File: src/bffa_ram.sv
// ----------------------------------------------------------------------------
// bffa_ram
// Generic single-write, single-read synchronous RAM with registered read data.
// ----------------------------------------------------------------------------
module bffa_ram #(
    parameter int WIDTH = 8,
    parameter int DEPTH = 16,
    localparam int AW = (DEPTH > 1) ? $clog2(DEPTH) : 1
) (
    input  logic             i_clk,
    input  logic             i_we,
    input  logic [AW-1:0]    i_waddr,
    input  logic [WIDTH-1:0] i_wdata,
    input  logic             i_re,
    input  logic [AW-1:0]    i_raddr,
    output logic [WIDTH-1:0] o_rdata
);

    logic [WIDTH-1:0] r_mem [DEPTH];
    logic [WIDTH-1:0] r_rdata;

    always_ff @(posedge i_clk) begin
        if (i_we) begin
            r_mem[i_waddr] <= i_wdata;
        end
        if (i_re) begin
            r_rdata <= r_mem[i_raddr];
        end
    end

    assign o_rdata = r_rdata;

endmodule

File: config.mk
export PLATFORM = sky130hd
export DESIGN_NAME = bffa_ram
export DESIGN_NICKNAME = d
export VERILOG_FILES = /design/src/bffa_ram.sv
export SDC_FILE = /design/constraint.sdc
export NUM_CORES = 1
export LEC_CHECK = 0
export BUFFER_PORTS_ARGS = -buffer_cell sky130_fd_sc_hd__buf_2
export CORE_UTILIZATION = 40
export CTS_CLUSTER_SIZE = 14
export DETAILED_ROUTE_END_ITERATION = 6
export SLEW_MARGIN = 20
export SYNTH_ARGS = -nofsm -noshare
export SYNTH_HDL_FRONTEND = slang
export SYNTH_SLANG_ARGS = --single-unit
File: constraint.sdc
create_clock -name i_clk -period 5.2 [get_ports i_clk]
set_input_delay 1.04 -clock i_clk [delete_from_list [all_inputs] [get_ports i_clk]]
set_output_delay 1.04 -clock i_clk [all_outputs]
set_load 0.03 [all_outputs]
==> results.py, run 1 <==
metrics = {
    "floorplanning": {
        "fp-row-count": 41,
        "ioPinCount": 27,
        "die_h_um": 116,
        "coreArea_um2": 12700,
        "die-area_um2": 13500,
        "die_w_um": 116,
        "start_util_pct": 41.3,
    },
    "synthesis": {
        "synth.avg_cell_area_um2": 22.8,
        "synth-seq-cells": 136,
        "synthTopCellsByArea": "edfxtp_1 (78%), mux4_2 (7.8%), mux4_1 (7.0%)",
        "syn_nets": 248,
        "yosysWarningCount": 0,
        "postSynthCellCount": 229,
        "syn_area_um2": 5230,
        "yosysUniqueCellTypes": 18,
        "synth_area_leader_cell": "edfxtp_1",
        "synth_top_area_share_pct": 78.1,
        "ys_seq_area_share_pct": 78.1,
    },
    "status": {
        "status": "completed",
    },
    "cells_and_area": {
        "diodes": 0,
        "syn_to_final_growth_pct": 16.9,
        "fill_cells": 1048,
        "drive_gt1_share_pct": 26.5,
        "fin_nets": 285,
    },
    "clocking": {
        "clkLatencyLatePin_ns": 0.40,
        "cts_hold_buf": 0,
        "cts_resized": 0,
        "path_clk_slew_ns": 0.06,
        "cts_root_buf": "clkbuf_16",
        "cts_tree": "built",
        "cts_made_buffers": 17,
        "clock_path_buffers": 2,
        "cts_setup_buffers": 0,
        "cts_max_level": 4,
        "clock-sinks": 136,
    },
    "detailed_routing": {
        "drt-total-wl_um": 10000,
        "ant_nets": 0,
        "drt_pass1_iterations": 5,
        "initialDrtViolationCount": 158,
        "drc": 0,
        "vias_per_cell": 5.27,
        "num_vias": 2378,
        "avgRoutedWirePerCell_um": 22.2,
    },
    "place": {
        "post-dp-hpwl_um": 6130,
        "gp_congestion": 0.689,
        "port_buffers": 26,
    },
    "timing": {
        "slew_headroom_pct": 32.9,
        "max_freq_ghz": 0.412,
        "skew_ns": 0.00559,
        "period_needed_ns": 2.43,
        "fin_crit_sh_pct": 46.7,
        "setup_viol": 0,
        "rsz0062_at_grt": "no",
        "hold_viol_final": 0,
        "fin_setup_tns_ns": 0,
        "slew_violations": 0,
        "worst_pin_slew_ns": 1.00,
    },
    "global_route": {
        "grt_antenna_before_repair": 0,
        "grt_remaining_overflow": 0,
        "grt_usage_pct": 16.6,
        "grt_pass1_wl_um": 15000,
        "grt_start_max_net_pins": 33,
        "grt_pass1_vias": 2461,
    },
    "setup_path": {
        "cp.required_ns": 5.35,
        "crit_arrival_ns": 2.58,
        "critPathKind": "in -> reg",
        "endpoint_kind": "flop",
        "start_kind": "input pin",
        "path_max_fanout": 32,
        "slowest_stage": "mux4_1",
        "crit_path_cell_trace": "buf_4 -> mux4_1 -> a22oi_1 -> nand2_1",
        "max_stage_delay_ns": 0.63,
    },
    "pwr": {
        "p_leak_nw": 2.01,
        "pwr_density_cell_nw_per_um2": 419,
        "vdd_drop_max_uv": 238,
        "power.total_mw": 2.56,
    },
    "worst_hold_path": {
        "hp-class": "reg -> reg",
    },
    "job": {
        "cap_violations": 0,
    },
}
-- path summary, 6_finish.rpt --
path                              startpoint         end  slack [ns]  depth (start not counted)
worst max-delay path              i_raddr[0]  o_rdata[3]        2.77                          4
worst min-delay path            r_mem[14][0]  o_rdata[0]        0.74                          3
worst max register to register   r_mem[2][3]  o_rdata[3]        3.71                          3
worst min register to register  r_mem[14][0]  o_rdata[0]        0.74                          3
-- cells in the final DEF (no fill, tap or decap) --
cell type,n
nor2_1,13
and2_1,1
edfxtp_1,136
clkinv_1,3
clkbuf_1,4
bufinv_16,4
clkinvlp_4,1
nand2_1,9
mux4_1,14
nor3_2,2
nor3_1,2
a22oi_1,16
buf_4,3
buf_2,25
clkinv_2,3
nor2b_1,1
mux4_2,18
nand3b_1,2
nand2b_1,2
or3b_2,1
and2b_1,1
clkbuf_16,17
nand3_1,1
-- logic make-up (layout without fill, tap and decap cells) --
| group | after synthesis | in the layout | synth area share [%] |
|---|---|---|---|
| AOI/OAI and AO/OA | 16 | 16 | 2.30 |
| and+or+nand+nor | 35 | 35 | 3.14 |
| DFF | 136 | 136 | 78.1 |
| buffers and inverters | 10 | 60 | 1.65 |
| muxes | 32 | 32 | 14.8 |
-- flip-flops by register name, summed over array words and instances (netlist names) --
signal / flops
r_mem: 128
o_rdata: 8
-- worst max-delay path: cells and delay by family --
kind / cells / cell delay [ns]
and+or+nand+nor: 1 / 0.09
AOI/OAI and AO/OA: 1 / 0.31
buffers and inverters: 1 / 0.49
muxes: 1 / 0.63
-- cells in the mapped netlist, drive strengths merged --
| cell type | n |
|---|---|
| nor2 | 13 |
| and2b | 1 |
| a22oi | 16 |
| nand3b | 2 |
| or3b | 1 |
| nand3 | 1 |
| nand2 | 9 |
| nand2b | 2 |
| nor2b | 1 |
| clkdlybuf4s25 | 3 |
| edfxtp | 136 |
| buf | 7 |
| and2 | 1 |
| mux4 | 32 |
| nor3 | 4 |
-- through the flow --
step	area, um^2	setup slack [ns]	util (%)	hold slack (ns)	std cells
floorplan	5230	2.67	-	0.705	229
global placement	5510	1.97	43.5	0.727	419
detailed placement	5510	1.98	43.5	0.733	419
CTS	6110	2.42	48.2	0.746	451
global route	6110	2.68	48.2	0.780	451
finish	6110	2.77	48.2	0.744	451
-- power breakdown --
| group | leakage, nW | internal (mW) | total (mW) | switching [mW] |
|---|---|---|---|---|
| combinational | 0.487 | 0.0431 | 0.116 | 0.0731 |
| sequential | 1.24 | 1.24 | 1.24 | 0.00635 |
| clock | 0.287 | 0.794 | 1.20 | 0.405 |
-- cell type report --
type / count / area (um^2) / area share, %
timing repair buffer: 28 / 148 / 2.42
clock buffer: 21 / 440 / 7.21
clock inverter: 11 / 154 / 2.52
sequential: 136 / 4080 / 66.9
multi-input combinational: 83 / 1070 / 17.5
tap: 172 / 215 / 3.52
-- per-layer routing --
metal | track usage (%) | wire (um) | up-vias
li1 | - | - | 1057
met1 | 22.5 | 4320 | 1225
met2 | 25.6 | 4930 | 90
met3 | 4.67 | 699 | 6
met4 | 6.75 | 79 | 0
met5 | 0 | 0 | -
Power figures use the tool's default switching activity.
==> inputs of run 2 (changes only) <==
--- a/config.mk
+++ b/config.mk
@@ -5,6 +5,7 @@
 export SDC_FILE = /design/constraint.sdc
 export NUM_CORES = 1
 export LEC_CHECK = 0
+export ABC_AREA = 1
 export BUFFER_PORTS_ARGS = -buffer_cell sky130_fd_sc_hd__buf_2
 export CORE_UTILIZATION = 40
 export CTS_CLUSTER_SIZE = 14
==> constraint.sdc (replaced) <==
create_clock -name i_clk -period 2.2 [get_ports i_clk]
set_input_delay 0.44 -clock i_clk [delete_from_list [all_inputs] [get_ports i_clk]]
set_output_delay 0.44 -clock i_clk [all_outputs]
set_load 0.03 [all_outputs]
==> results.py, run 2 <==
metrics = {
    "floorplanning": {
        "die-area_um2": 15100,
        "start_util_pct": 41.5,
        "die_h_um": 123,
        "ioPinCount": 27,
        "coreArea_um2": 14100,
        "fp-row-count": 43,
        "die_w_um": 123,
    },
    "timing": {
        "skew_ns": 0.0104,
        "period_needed_ns": 1.47,
        "slew_headroom_pct": 55.6,
        "worst_pin_slew_ns": 0.665,
        "rsz0062_at_grt": "no",
        "max_freq_ghz": 0.679,
        "hold_viol_final": 0,
        "setup_viol": 0,
        "fin_crit_sh_pct": 66.9,
        "fin_ws_ns": 0.728,
        "whs_ns": 0.404,
        "fin_setup_tns_ns": 0,
        "slew_violations": 0,
    },
    "cells_and_area": {
        "final_util_pct": 47.9,
        "largest_register": "r_mem",
        "fin_nets": 609,
        "final_common_cell": "nand2_1",
        "final_cell_count_no_fill": 783,
        "diodes": 0,
        "syn_to_final_growth_pct": 15.6,
        "drive_gt1_share_pct": 12.4,
        "largest_reg_flops": 128,
        "layout_common_cells": "nand2_1 (173), edfxtp_1 (136), inv_1 (100)",
    },
    "pwr": {
        "seqPwrFrac_pct": 48.9,
        "swShare_pct": 22.1,
        "intPower_mw": 4.67,
        "power_frac_comb_pct": 6.3,
        "vdd_drop_max_uv": 377,
        "pwr_density_cell_nw_per_um2": 888,
        "p_leak_nw": 2.91,
        "clkPwrFrac_pct": 44.8,
        "p_sw_mw": 1.33,
    },
    "global_route": {
        "grt_pass1_vias": 3823,
        "grt_pass1_wl_um": 21500,
        "grt_remaining_overflow": 0,
        "grt_start_max_net_pins": 65,
        "grt_usage_pct": 20.1,
        "grt_antenna_before_repair": 0,
    },
    "synthesis": {
        "yosysMostFrequentCell": "nand2_1",
        "synth-edff-count": 136,
        "synth.avg_cell_area_um2": 10.6,
        "synth_top_family_by_area": "simple AND/OR/NAND/NOR gates",
        "yosysUniqueCellTypes": 11,
        "synth_top_area_share_pct": 69.8,
        "ys_seq_area_share_pct": 69.8,
        "synth_xor_area_share_pct": 0,
        "syn_area_um2": 5850,
        "synth-seq-cells": 136,
        "synthMuxAreaShare_pct": 0,
        "synth_area_leader_cell": "edfxtp_1",
        "synthTopCellsByArea": "edfxtp_1 (70%), nand2_1 (11%), nand3_1 (8.3%)",
        "yosys.area_share.adder_pct": 0,
        "syn_nets": 570,
        "postSynthCellCount": 551,
        "ys_top_cells_by_count": "nand2_1 (173), edfxtp_1 (136), inv_1 (100), nand3_1 (97), nor2_1 (17)",
        "synth_top_flop_cell": "edfxtp_1",
        "async_flop_share_pct": 0,
        "synth-simple-area-share_pct": 20.8,
        "synth_compound_area_share_pct": 0,
        "yosysWarningCount": 0,
    },
    "setup_path": {
        "critPathKind": "reg -> out",
        "slowest_stage": "edfxtp_1",
        "crit_buf_inv": 1,
        "crit_path_cell_trace": "buf_2",
        "cp.required_ns": 1.76,
        "path_max_fanout": 1,
        "endpoint_kind": "output pin",
        "cp.depth": 1,
        "r2r_start": "r_mem[10][0]",
        "max_stage_delay_ns": 0.42,
        "r2r_setup_slack_ns": 0.96,
        "crit_arrival_ns": 1.03,
        "r2r-end": "o_rdata[0]",
        "start_kind": "flop",
        "r2r_cells": 6,
        "critPathTopFamily": "flip-flops",
    },
    "detailed_routing": {
        "vias_per_cell": 4.91,
        "drc": 0,
        "num_vias": 3847,
        "drt-total-wl_um": 13700,
        "drt_pass1_iterations": 5,
        "initialDrtViolationCount": 412,
        "ant_nets": 0,
        "avgRoutedWirePerCell_um": 17.5,
    },
    "clocking": {
        "path_clk_slew_ns": 0.06,
        "cts_max_level": 4,
        "clock_path_buffers": 2,
        "cts_tree": "built",
        "cts_hold_buf": 0,
        "cts_root_buf": "clkbuf_16",
        "cts_setup_buffers": 0,
        "cts_resized": 0,
        "clock-sinks": 136,
        "clkLatencyLatePin_ns": 0.41,
        "cts_made_buffers": 17,
    },
    "worst_hold_path": {
        "hp-class": "in -> reg",
        "worstHoldEndpoint": "o_rdata[4]",
        "hold_depth": 1,
        "min_from": "i_re",
    },
    "place": {
        "port_buffers": 26,
        "pre_cts_slack_ns": 0.382,
        "post-dp-hpwl_um": 8070,
        "gp_congestion": 0.805,
        "dp_cells": 751,
    },
    "job": {
        "cap_violations": 0,
    },
    "status": {
        "status": "completed",
    },
}
[run 2: cell types whose count changed in the layout (fill, tap and decap cells not counted), sizes merged, moves of 2 or more]
cell and delta:
clkbuf -3, mux4 -32, inv +102, nor2 +4, bufinv -2, buf +16, nor3 -4, nand2 +164
nand3 +96, nand2b -2, clkinv +4, a22oi -16
[run 2: area by class of cell]
cell class	count	area, um^2
Fill cell	1277	7340
Multi-Input combinational cell	289	1210
Inverter	102	383
Clock buffer	18	429
Tap cell	180	225
Clock inverter	14	134
Sequential cell	136	4080
Timing Repair Buffer	44	290
[run 2: logic make-up (layout without fill, tap and decap cells)]
group | count (synthesis) | after routing
AND/OR/NAND/NOR | 289 | 289
flip-flops | 136 | 136
buffers and inverters | 126 | 178
[run 2: worst max path at each step]
stage | start | endpoint
2_1_floorplan | i_waddr[2] | r_mem[10][0]
4_1_cts | o_rdata[3] | o_rdata[3]
3_3_place_gp | i_raddr[2] | o_rdata[0]
3_5_place_dp | i_raddr[2] | o_rdata[0]
5_1_grt | o_rdata[3] | o_rdata[3]
6_report | o_rdata[3] | o_rdata[3]
[run 2: metrics by stage]
stage,cell area (um^2),total power [mW]
finish,6760,6.00
global route,6760,6.21
CTS,6760,6.04
detailed placement,6200,3.37
global placement,6200,3.36
floorplan,5850,3.22
[run 2: worst register-to-register path, stage by stage (launching register included)]
cell,delay (ns)
edfxtp_1,0.37
nand2_1,0.07
nand2_1,0.05
nand2_1,0.06
nand3_1,0.13
nand3_1,0.19
nand2_1,0.10
[run 2: power by group through the flow]
| stage | combinational (mW) | clock [mW] | sequential [mW] |
|---|---|---|---|
| 6_report | 0.377 | 2.69 | 2.94 |
| 5_1_grt | 0.420 | 2.85 | 2.94 |
| 4_1_cts | 0.380 | 2.73 | 2.94 |
| 3_5_place_dp | 0.379 | 0 | 2.99 |
| 3_3_place_gp | 0.372 | 0 | 2.99 |
| 2_1_floorplan | 0.205 | 0 | 3.01 |
[run 2: routing by layer]
metal | GRT usage, % | routed length, um | vias to the layer above
met5 | 0 | 0 | -
met4 | 8.38 | 267 | 0
met3 | 5.44 | 1020 | 20
met2 | 31.1 | 6510 | 153
met1 | 26.8 | 5920 | 1815
li1 | - | - | 1859
