===== config.mk =====
export PLATFORM = sky130hd
export DESIGN_NAME = bffa_core
export DESIGN_NICKNAME = d
export VERILOG_FILES = /design/src/bffa_pkg.sv /design/src/bffa_core.sv
export SDC_FILE = /design/constraint.sdc
export NUM_CORES = 1
export LEC_CHECK = 0
export BUFFER_PORTS_ARGS = -buffer_cell sky130_fd_sc_hd__buf_4
export CORE_AREA = 2 2 117 119
export DETAILED_ROUTE_END_ITERATION = 8
export DIE_AREA = 0 0 119 121
export PLACE_DENSITY = 0.46
export SLEW_MARGIN = 40
export SYNTH_ARGS = -nofsm -noshare
export SYNTH_HDL_FRONTEND = slang
export SYNTH_SLANG_ARGS = --single-unit
export TNS_END_PERCENT = 10

===== constraint.sdc =====
create_clock -name i_clk -period 5 [get_ports i_clk]
set_input_delay 0.25 -clock i_clk [delete_from_list [all_inputs] [get_ports i_clk]]
set_output_delay 0.25 -clock i_clk [all_outputs]
set_load 0.05 [all_outputs]

===== src/bffa_pkg.sv =====
// ----------------------------------------------------------------------------
// bffa_pkg
// Shared types, constants and helpers of the bitmap first-free allocator.
// ----------------------------------------------------------------------------
package bffa_pkg;

    localparam int BIT_IDX_W   = 15;
    localparam int BYTE_IDX_W  = 12;
    localparam int BIT_POS_W   = 3;
    localparam int INDEX_BYTES = 32'h1000;
    localparam logic [7:0] FULL_BYTE = 8'hff;

    typedef enum logic [1:0] {
        OP_QUERY = 2'd0,
        OP_SET   = 2'd1,
        OP_CLEAR = 2'd2,
        OP_FIND  = 2'd3
    } t_opcode;

    typedef enum logic [2:0] {
        ST_WIPE,
        ST_IDLE,
        ST_RMW,
        ST_SCAN,
        ST_RESULT
    } t_state;

    typedef struct packed {
        logic [BIT_IDX_W-1:0] free_index;
        logic                 found;
        logic                 bit_value;
    } t_result;

    // position of the lowest zero bit, 0 for a full byte
    function automatic logic [BIT_POS_W-1:0] lowest_zero(input logic [7:0] v);
        logic [BIT_POS_W-1:0] pos;
        pos = '0;
        for (int p = 7; p >= 0; p--) begin
            if (!v[p]) begin
                pos = BIT_POS_W'(p);
            end
        end
        return pos;
    endfunction

endpackage


===== src/bffa_core.sv =====
// ----------------------------------------------------------------------------
// bffa_core
// Sequencer: wipe pass after reset, byte read-modify-write, first-free scan.
// ----------------------------------------------------------------------------
module bffa_core #(
    parameter int MAP_BYTES = 4096,
    localparam int AW = (MAP_BYTES > 1) ? $clog2(MAP_BYTES) : 1
) (
    input  logic                              i_clk,
    input  logic                              i_rst_n,
    input  logic                              i_valid,
    output logic                              o_ready,
    input  bffa_pkg::t_opcode                 i_opcode,
    input  logic [bffa_pkg::BIT_IDX_W-1:0]    i_bit_index,
    output logic                              o_mem_we,
    output logic [AW-1:0]                     o_mem_waddr,
    output logic [7:0]                        o_mem_wdata,
    output logic                              o_mem_re,
    output logic [AW-1:0]                     o_mem_raddr,
    input  logic [7:0]                        i_mem_rdata,
    output logic                              o_res_valid,
    input  logic                              i_res_ready,
    output bffa_pkg::t_result                 o_res
);

    localparam int SCAN_BYTES = (MAP_BYTES < bffa_pkg::INDEX_BYTES) ?
                                MAP_BYTES : bffa_pkg::INDEX_BYTES;
    localparam logic [bffa_pkg::BYTE_IDX_W-1:0] SCAN_LAST =
        bffa_pkg::BYTE_IDX_W'(SCAN_BYTES - 1);
    localparam logic [AW-1:0] WIPE_LAST = AW'(MAP_BYTES - 1);

    bffa_pkg::t_state                       r_state, n_state;
    bffa_pkg::t_opcode                      r_op, n_op;
    logic [bffa_pkg::BIT_POS_W-1:0]         r_bit, n_bit;
    logic [bffa_pkg::BYTE_IDX_W-1:0]        r_byte, n_byte;
    logic [bffa_pkg::BYTE_IDX_W-1:0]        r_scan, n_scan;
    logic [AW-1:0]                          r_wipe, n_wipe;
    bffa_pkg::t_result                      r_res, n_res;

    logic [bffa_pkg::BYTE_IDX_W-1:0]        in_byte;
    logic                                   in_range;
    logic [7:0]                             mask;
    logic                                   done;
    bffa_pkg::t_result                      res;

    assign in_byte  = i_bit_index[bffa_pkg::BIT_IDX_W-1:bffa_pkg::BIT_POS_W];
    assign in_range = ({20'd0, in_byte} < 32'(MAP_BYTES));
    assign mask     = 8'h01 << r_bit;

    always_ff @(posedge i_clk) begin
        if (!i_rst_n) begin
            r_state <= bffa_pkg::ST_WIPE;
            r_wipe  <= '0;
        end else begin
            r_state <= n_state;
            r_wipe  <= n_wipe;
        end
    end

    always_ff @(posedge i_clk) begin
        r_op   <= n_op;
        r_bit  <= n_bit;
        r_byte <= n_byte;
        r_scan <= n_scan;
        r_res  <= n_res;
    end

    always_comb begin
        n_state     = r_state;
        n_op        = r_op;
        n_bit       = r_bit;
        n_byte      = r_byte;
        n_scan      = r_scan;
        n_wipe      = r_wipe;
        n_res       = r_res;
        o_ready     = 1'b0;
        o_mem_we    = 1'b0;
        o_mem_waddr = AW'(r_byte);
        o_mem_wdata = '0;
        o_mem_re    = 1'b0;
        o_mem_raddr = AW'(in_byte);
        done        = 1'b0;
        res         = '0;

        unique case (r_state)
            bffa_pkg::ST_WIPE: begin
                o_mem_we    = 1'b1;
                o_mem_waddr = r_wipe;
                if (r_wipe == WIPE_LAST) begin
                    n_state = bffa_pkg::ST_IDLE;
                end else begin
                    n_wipe = r_wipe + 1'b1;
                end
            end
            bffa_pkg::ST_IDLE: begin
                o_ready = 1'b1;
                if (i_valid) begin
                    n_op   = i_opcode;
                    n_bit  = i_bit_index[bffa_pkg::BIT_POS_W-1:0];
                    n_byte = in_byte;
                    if (i_opcode == bffa_pkg::OP_FIND) begin
                        o_mem_re    = 1'b1;
                        o_mem_raddr = '0;
                        n_scan      = '0;
                        n_state     = bffa_pkg::ST_SCAN;
                    end else if (in_range) begin
                        o_mem_re = 1'b1;
                        n_state  = bffa_pkg::ST_RMW;
                    end else begin
                        n_res   = '0;
                        n_state = bffa_pkg::ST_RESULT;
                    end
                end
            end
            bffa_pkg::ST_RMW: begin
                done = 1'b1;
                unique case (r_op)
                    bffa_pkg::OP_QUERY: begin
                        res.bit_value = |(i_mem_rdata & mask);
                    end
                    bffa_pkg::OP_SET: begin
                        o_mem_we    = 1'b1;
                        o_mem_wdata = i_mem_rdata | mask;
                    end
                    bffa_pkg::OP_CLEAR: begin
                        o_mem_we    = 1'b1;
                        o_mem_wdata = i_mem_rdata & ~mask;
                    end
                    bffa_pkg::OP_FIND: begin
                        res = '0;
                    end
                endcase
            end
            bffa_pkg::ST_SCAN: begin
                if (i_mem_rdata != bffa_pkg::FULL_BYTE) begin
                    done           = 1'b1;
                    res.found      = 1'b1;
                    res.free_index = {r_scan, bffa_pkg::lowest_zero(i_mem_rdata)};
                end else if (r_scan == SCAN_LAST) begin
                    done = 1'b1;
                end else begin
                    o_mem_re    = 1'b1;
                    o_mem_raddr = AW'(r_scan + 1'b1);
                    n_scan      = r_scan + 1'b1;
                end
            end
            bffa_pkg::ST_RESULT: begin
                done = 1'b1;
                res  = r_res;
            end
            default: begin
                n_state = bffa_pkg::ST_IDLE;
            end
        endcase

        o_res_valid = done;
        o_res       = res;
        if (done) begin
            if (i_res_ready) begin
                n_state = bffa_pkg::ST_IDLE;
            end else begin
                n_res   = res;
                n_state = bffa_pkg::ST_RESULT;
            end
        end
    end

endmodule


==> results.yml, run 1 <==
outcome:
  status: "complete, no violations"
power:
  power_leakage_nw: 1.68
  report.power.total_mw: 1.19
  power_density_nw_per_um2: 278
  comb_power_share_pct: 7.1
  p_sw_mw: 0.267
  peakVddDrop_mv: 0.126
  switching_share_pct: 22.5
  p_seq_share_pct: 45.9
  clkPwrFrac_pct: 47.0
  internal_power_mw: 0.921
routing:
  drt_iter0_markers: 143
  wl_per_cell_um: 16.0
  drc_errors: 0
  totalWireLength_um: 9290
  num_vias: 2704
  dr.pass1.iters: 4
  postRouteAntennaNets: 0
  post_drt_via_cell_ratio: 4.67
global_route:
  grt_max_degree: 20
  antenna_found_initial: 0
  grt_usage_pct: 13.2
  use_met3_pct: 3.05
  gr-usage-met2_pct: 20.5
  grt_pass1_wl_um: 14800
  gr-total-overflow: 0
  grt_most_used_layer: "met2"
  grt_pass1_vias: 2695
  met1_usage_pct: 17.8
worst_setup_path:
  worstRegToRegCells: 5
  worst_path_max_delay_cell: "nand4b_1"
  max_stage_delay_ps: 520
  critPathKind: "flip-flop to output pin"
  crit_arrival_ps: 2680
  startpoint: "r_scan[0]"
  reg2reg_from: "r_scan[0]"
  critPathLaunchType: "flip-flop"
  crit_end: "o_mem_raddr[9]"
  path_depth: 6
  crit_fanout: 13
  end_kind: "output pin"
  worst-path-buf-inv: 1
  crit_family: "simple AND/OR/NAND/NOR gates"
  r2r-end: "r_scan[7]"
  r2r_setup_slack_ps: 2320
  required_ps: 4750
  crit_chain: "ha_1 -> and3_1 -> nand4_1 -> nand4b_1 -> a22o_1 -> buf_4"
finish:
  fillCellCount: 1370
  antenna_cells: 0
  multi_input_area_um2: 1450
  layout_commonest_cell: "buf_4"
  fin_nets: 432
  final_cells: 579
  seq_area_um2: 1680
  final_util_pct: 32.7
  area_growth_syn_to_layout_pct: 33.0
  final_cell_mix: "82 x buf_4, 62 x nand2_1, 46 x edfxtp_1, 23 x nor2_1, 17 x a21oi_1"
  drive_gt1_share_pct: 26.3
  final_area_um2: 4280
placed_design:
  dp.cells: 563
  placed_cell_area_um2: 4010
  gp_congestion: 0.802
  dp_slack_ps: 2370
  port_buffers: 81
  dpl.hpwl_um: 7030
timing:
  hold_ws_ps: 103
  timing.final.crit_share_pct: 58.7
  tightestPinTransition_ps: 793
  relSlewSlack_pct: 46.6
  fin_setup_tns_ps: 0
  fin_skew_ps: 9.24
  drv_slew: 0
  rsz0062_at_grt: "no"
  setup_viol: 0
  min_period_ps: 2930
  finalHoldViolCount: 0
  setup_ws_ps: 2070
  fmax_mhz: 341
clocking:
  clock_latency_ps: 330
  numCtsBuffers: 9
  cts_sinks: 61
  htree_levels: 3
  ctsLongestPathBuffers: 2
  ctsResizeCount: 0
  hold_buffers: 0
  cts_tree: "yes"
  clockRootBuffer: "clkbuf_16"
  cts.clk_slew.worst_paths_ps: 60
  post_cts_buffers: 0
floorplan:
  dieArea_um2: 14400
  core_area_um2: 13100
  die_h_um: 121
  num_io_pins: 82
  rows: 42
  start_util_pct: 24.6
  die_x_um: 119
synth:
  syn_area_um2: 3220
  synth_ff_type: "edfxtp_1"
  synth_edf_count: 46
  syn_inst: 322
  syn_nets: 356
  synth_seq_cells: 61
  syn_avg_cell_area_um2: 9.99
  seq_area_frac_synth_pct: 52.3
  ys_warn_count: 0
  async_flop_share_pct: 0
  ys_types: 43
run:
  max_cap_viol_count: 0
hold_path:
  hold_path.class: "input port to flip-flop"
## power groups by stage
stage | Sequential, mW | Combinational (mW) | Clock (mW)
after CTS | 0.545 | 0.0858 | 0.577
after floorplan | 0.554 | 0.0437 | 0
after detailed placement | 0.555 | 0.0853 | 0
final | 0.545 | 0.0847 | 0.558
after global routing | 0.545 | 0.0904 | 0.597
after global placement | 0.555 | 0.0852 | 0
## state kept, by name, indices dropped and copies added, names as in the netlist
| name | flops |
|---|---|
| r_op | 2 |
| r_wipe | 12 |
| r_byte | 12 |
| r_state | 3 |
| r_scan | 12 |
| r_bit | 3 |
| r_res | 17 |
## Yosys cell counts (all sizes together), types with 6 or more instances
cell type   n  area share (%)
clkbuf     11             1.3
nand4       8             1.6
inv        10             1.2
nand3       9             1.4
xor2        9             2.5
nand2      62             7.2
o2bb2ai     9             2.5
a31oi       7             1.4
buf         6             1.1
dfxtp      15             9.3
a22o       16             4.4
a21oi      18             2.8
o21ai       9             1.4
nor2       23             2.7
edfxtp     46              43
nor3       12             2.3
## routing by layer
metal | vias to the layer above | wire, um
met1 | 1275 | 4440
met4 | 0 | 152
met2 | 79 | 4240
met3 | 11 | 451
met5 | - | 0
li1 | 1339 | -
## worst min path at each step
stage	from	to	slack, ps	cells past startpoint
floorplan	i_bit_index[0]	r_bit[0]	350	0
CTS	i_bit_index[1]	r_bit[1]	90	1
global placement	i_bit_index[2]	r_bit[2]	440	1
detailed placement	i_bit_index[1]	r_bit[1]	430	1
global route	i_bit_index[1]	r_bit[1]	100	1
finish	i_bit_index[1]	r_bit[1]	100	1
## layout make-up
type	instances	area share [%]
flip-flops and latches	61	39.3
multi-input cells	233	33.8
repair buffers	82	14.4
clock buffers	11	5.68
well taps	176	5.15
inverters	11	0.966
clock inverters	5	0.644
## cells by family after synthesis
group	after synthesis	synth area share, %
buffers and inverters	28	3.62
AO/OA/AOI/OAI	69	14.8
XOR/XNOR	14	3.81
adder cells (fa/ha/maj)	5	1.95
multiplexers	4	2.06
flip-flops	61	52.3
AND/OR/NAND/NOR	141	21.5
Note: power is estimated with default switching activity, not from simulation.
==> run 2, diff against run 1 <==
PLACE_DENSITY = 0.48   (was 0.46)
clock period = 2.35 ns   (was 5 ns; I/O delays follow)
==> results.yml, run 2 (synthesis gave the netlist of run 1 again) <==
finish:
  layout_commonest_cell: "buf_4"
  area_growth_syn_to_layout_pct: 44.8
  final_cell_mix: "99 x buf_4, 61 x nand2_1, 46 x edfxtp_1, 23 x nor2_1"
  fin_nets: 470
  drive_gt1_share_pct: 30.2
  final_util_pct: 35.6
  fillCellCount: 1343
  largest_register: "r_res"
  largest_reg_flops: 17
  antenna_cells: 0
worst_setup_path:
  critPathLaunchType: "flip-flop"
  worstRegToRegCells: 5
  critPathKind: "flip-flop to output pin"
  cpMostUsedCell: "buf_4"
  max_stage_delay_ps: 400
  reg2reg_from: "r_scan[6]"
  crit_chain: "and4_4 -> and4_2 -> nand4_1 -> nand4b_1 -> buf_4 -> o2bb2ai_1 -> buf_4"
  crit_fanout: 8
  required_ps: 2230
  crit_arrival_ps: 2150
  end_kind: "output pin"
  r2r_setup_slack_ps: 320
  r2r-end: "r_scan[10]"
  worst_path_max_delay_cell: "edfxtp_1"
timing:
  drv_slew: 0
  timing.final.crit_share_pct: 96.4
  setup_viol: 0
  rsz0062_at_grt: "yes"
  finalHoldViolCount: 0
  setup_ws_ps: 84.0
  min_period_ps: 2270
  fmax_mhz: 441
  fin_skew_ps: 8.42
  relSlewSlack_pct: 65.5
  tightestPinTransition_ps: 517
power:
  power_leakage_nw: 1.88
  peakVddDrop_mv: 0.371
  power_density_nw_per_um2: 581
routing:
  totalWireLength_um: 9850
  postRouteAntennaNets: 0
  post_drt_via_cell_ratio: 4.72
  dr.pass1.iters: 4
  num_vias: 2913
  drt_iter0_markers: 186
  drc_errors: 0
  wl_per_cell_um: 16.0
run:
  max_cap_viol_count: 0
floorplan:
  core_area_um2: 13100
  start_util_pct: 24.6
  die_x_um: 119
  rows: 42
  die_h_um: 121
  num_io_pins: 82
  dieArea_um2: 14400
global_route:
  grt_pass1_vias: 2797
  grt_usage_pct: 13.8
  grt_max_degree: 19
  grt_pass1_wl_um: 15100
  antenna_found_initial: 0
  gr-total-overflow: 0
clocking:
  htree_levels: 3
  numCtsBuffers: 9
  cts_sinks: 61
  clock_latency_ps: 340
  ctsLongestPathBuffers: 2
  cts.clk_slew.worst_paths_ps: 50
  clockRootBuffer: "clkbuf_16"
  cts_tree: "yes"
placed_design:
  dp_slack_ps: 302
  gp_congestion: 0.851
  port_buffers: 81
  dpl.hpwl_um: 7130
hold_path:
  hold_path.class: "input port to flip-flop"
  holdPathStages: 2
  whs_endpoint: "r_state[2]"
  hp-start: "i_rst_n"
outcome:
  status: "complete, no violations"
-- run 2: how the worst max path moves through the flow --
stage               from        endpoint  depth (start not counted)
6_report       r_scan[6]  o_mem_raddr[4]                          7
5_1_grt        r_scan[6]  o_mem_raddr[6]                          7
4_1_cts        r_scan[5]  o_mem_raddr[9]                          7
3_5_place_dp   r_scan[5]       r_scan[1]                          5
3_3_place_gp   r_scan[6]       r_scan[1]                          5
2_1_floorplan  r_scan[0]  o_mem_raddr[0]                          6
-- run 2: timing repair --
action                                  CTS  global route
hold buffers                             17             0
cloned                                    0             1
endpoints found under the hold margin    17             0
setup buffers                             1             6
endpoints found under the setup margin    9            12
gates resized for setup                   1            11
pin swaps                                 0             2
-- run 2: critical path: cells and delay by family, from the launching register on --
kind,cells,cell delay (ps)
DFF,1,400
AOI/OAI and AO/OA,1,130
buffers and inverters,2,420
and+or+nand+nor,4,840
-- run 2: power by group --
part	internal, mW	switching, mW
combinational	0.0912	0.113
sequential	1.15	0.00542
clock	0.869	0.470
total	2.11	0.589
-- run 2: metal layers --
layer  share of wire [%]  vias up  track usage [%]
li1                    -     1413                -
met1                  44     1370             18.4
met2                  46      119             21.1
met3                 8.4       11             4.70
met4                 1.3        0             4.46
met5                   0        -                0
-- run 2: stage by stage --
step                      hold slack (ps)  instance area [um2]  power, mW  std cells  setup TNS [ps]
after global routing                  101                 4660       2.80        617            -205
final                                96.6                 4660       2.70        617               0
after CTS                            86.2                 4570       2.73        610               0
after floorplan                       216                 3220       1.27        322            -798
after detailed placement              297                 4080       1.36        576               0
after global placement                300                 4080       1.36        576               0
-- run 2: layout make-up --
class                           instances  area, um2  share of cell area (%)
Multi-Input combinational cell        234       1460                    31.3
Sequential cell                        61       1680                    36.1
Clock buffer                           14        297                    6.37
Tap cell                              176        220                    4.73
Clock inverter                          2       11.3                   0.242
Inverter                               11       41.3                   0.887
Timing Repair Buffer                  119        947                    20.3
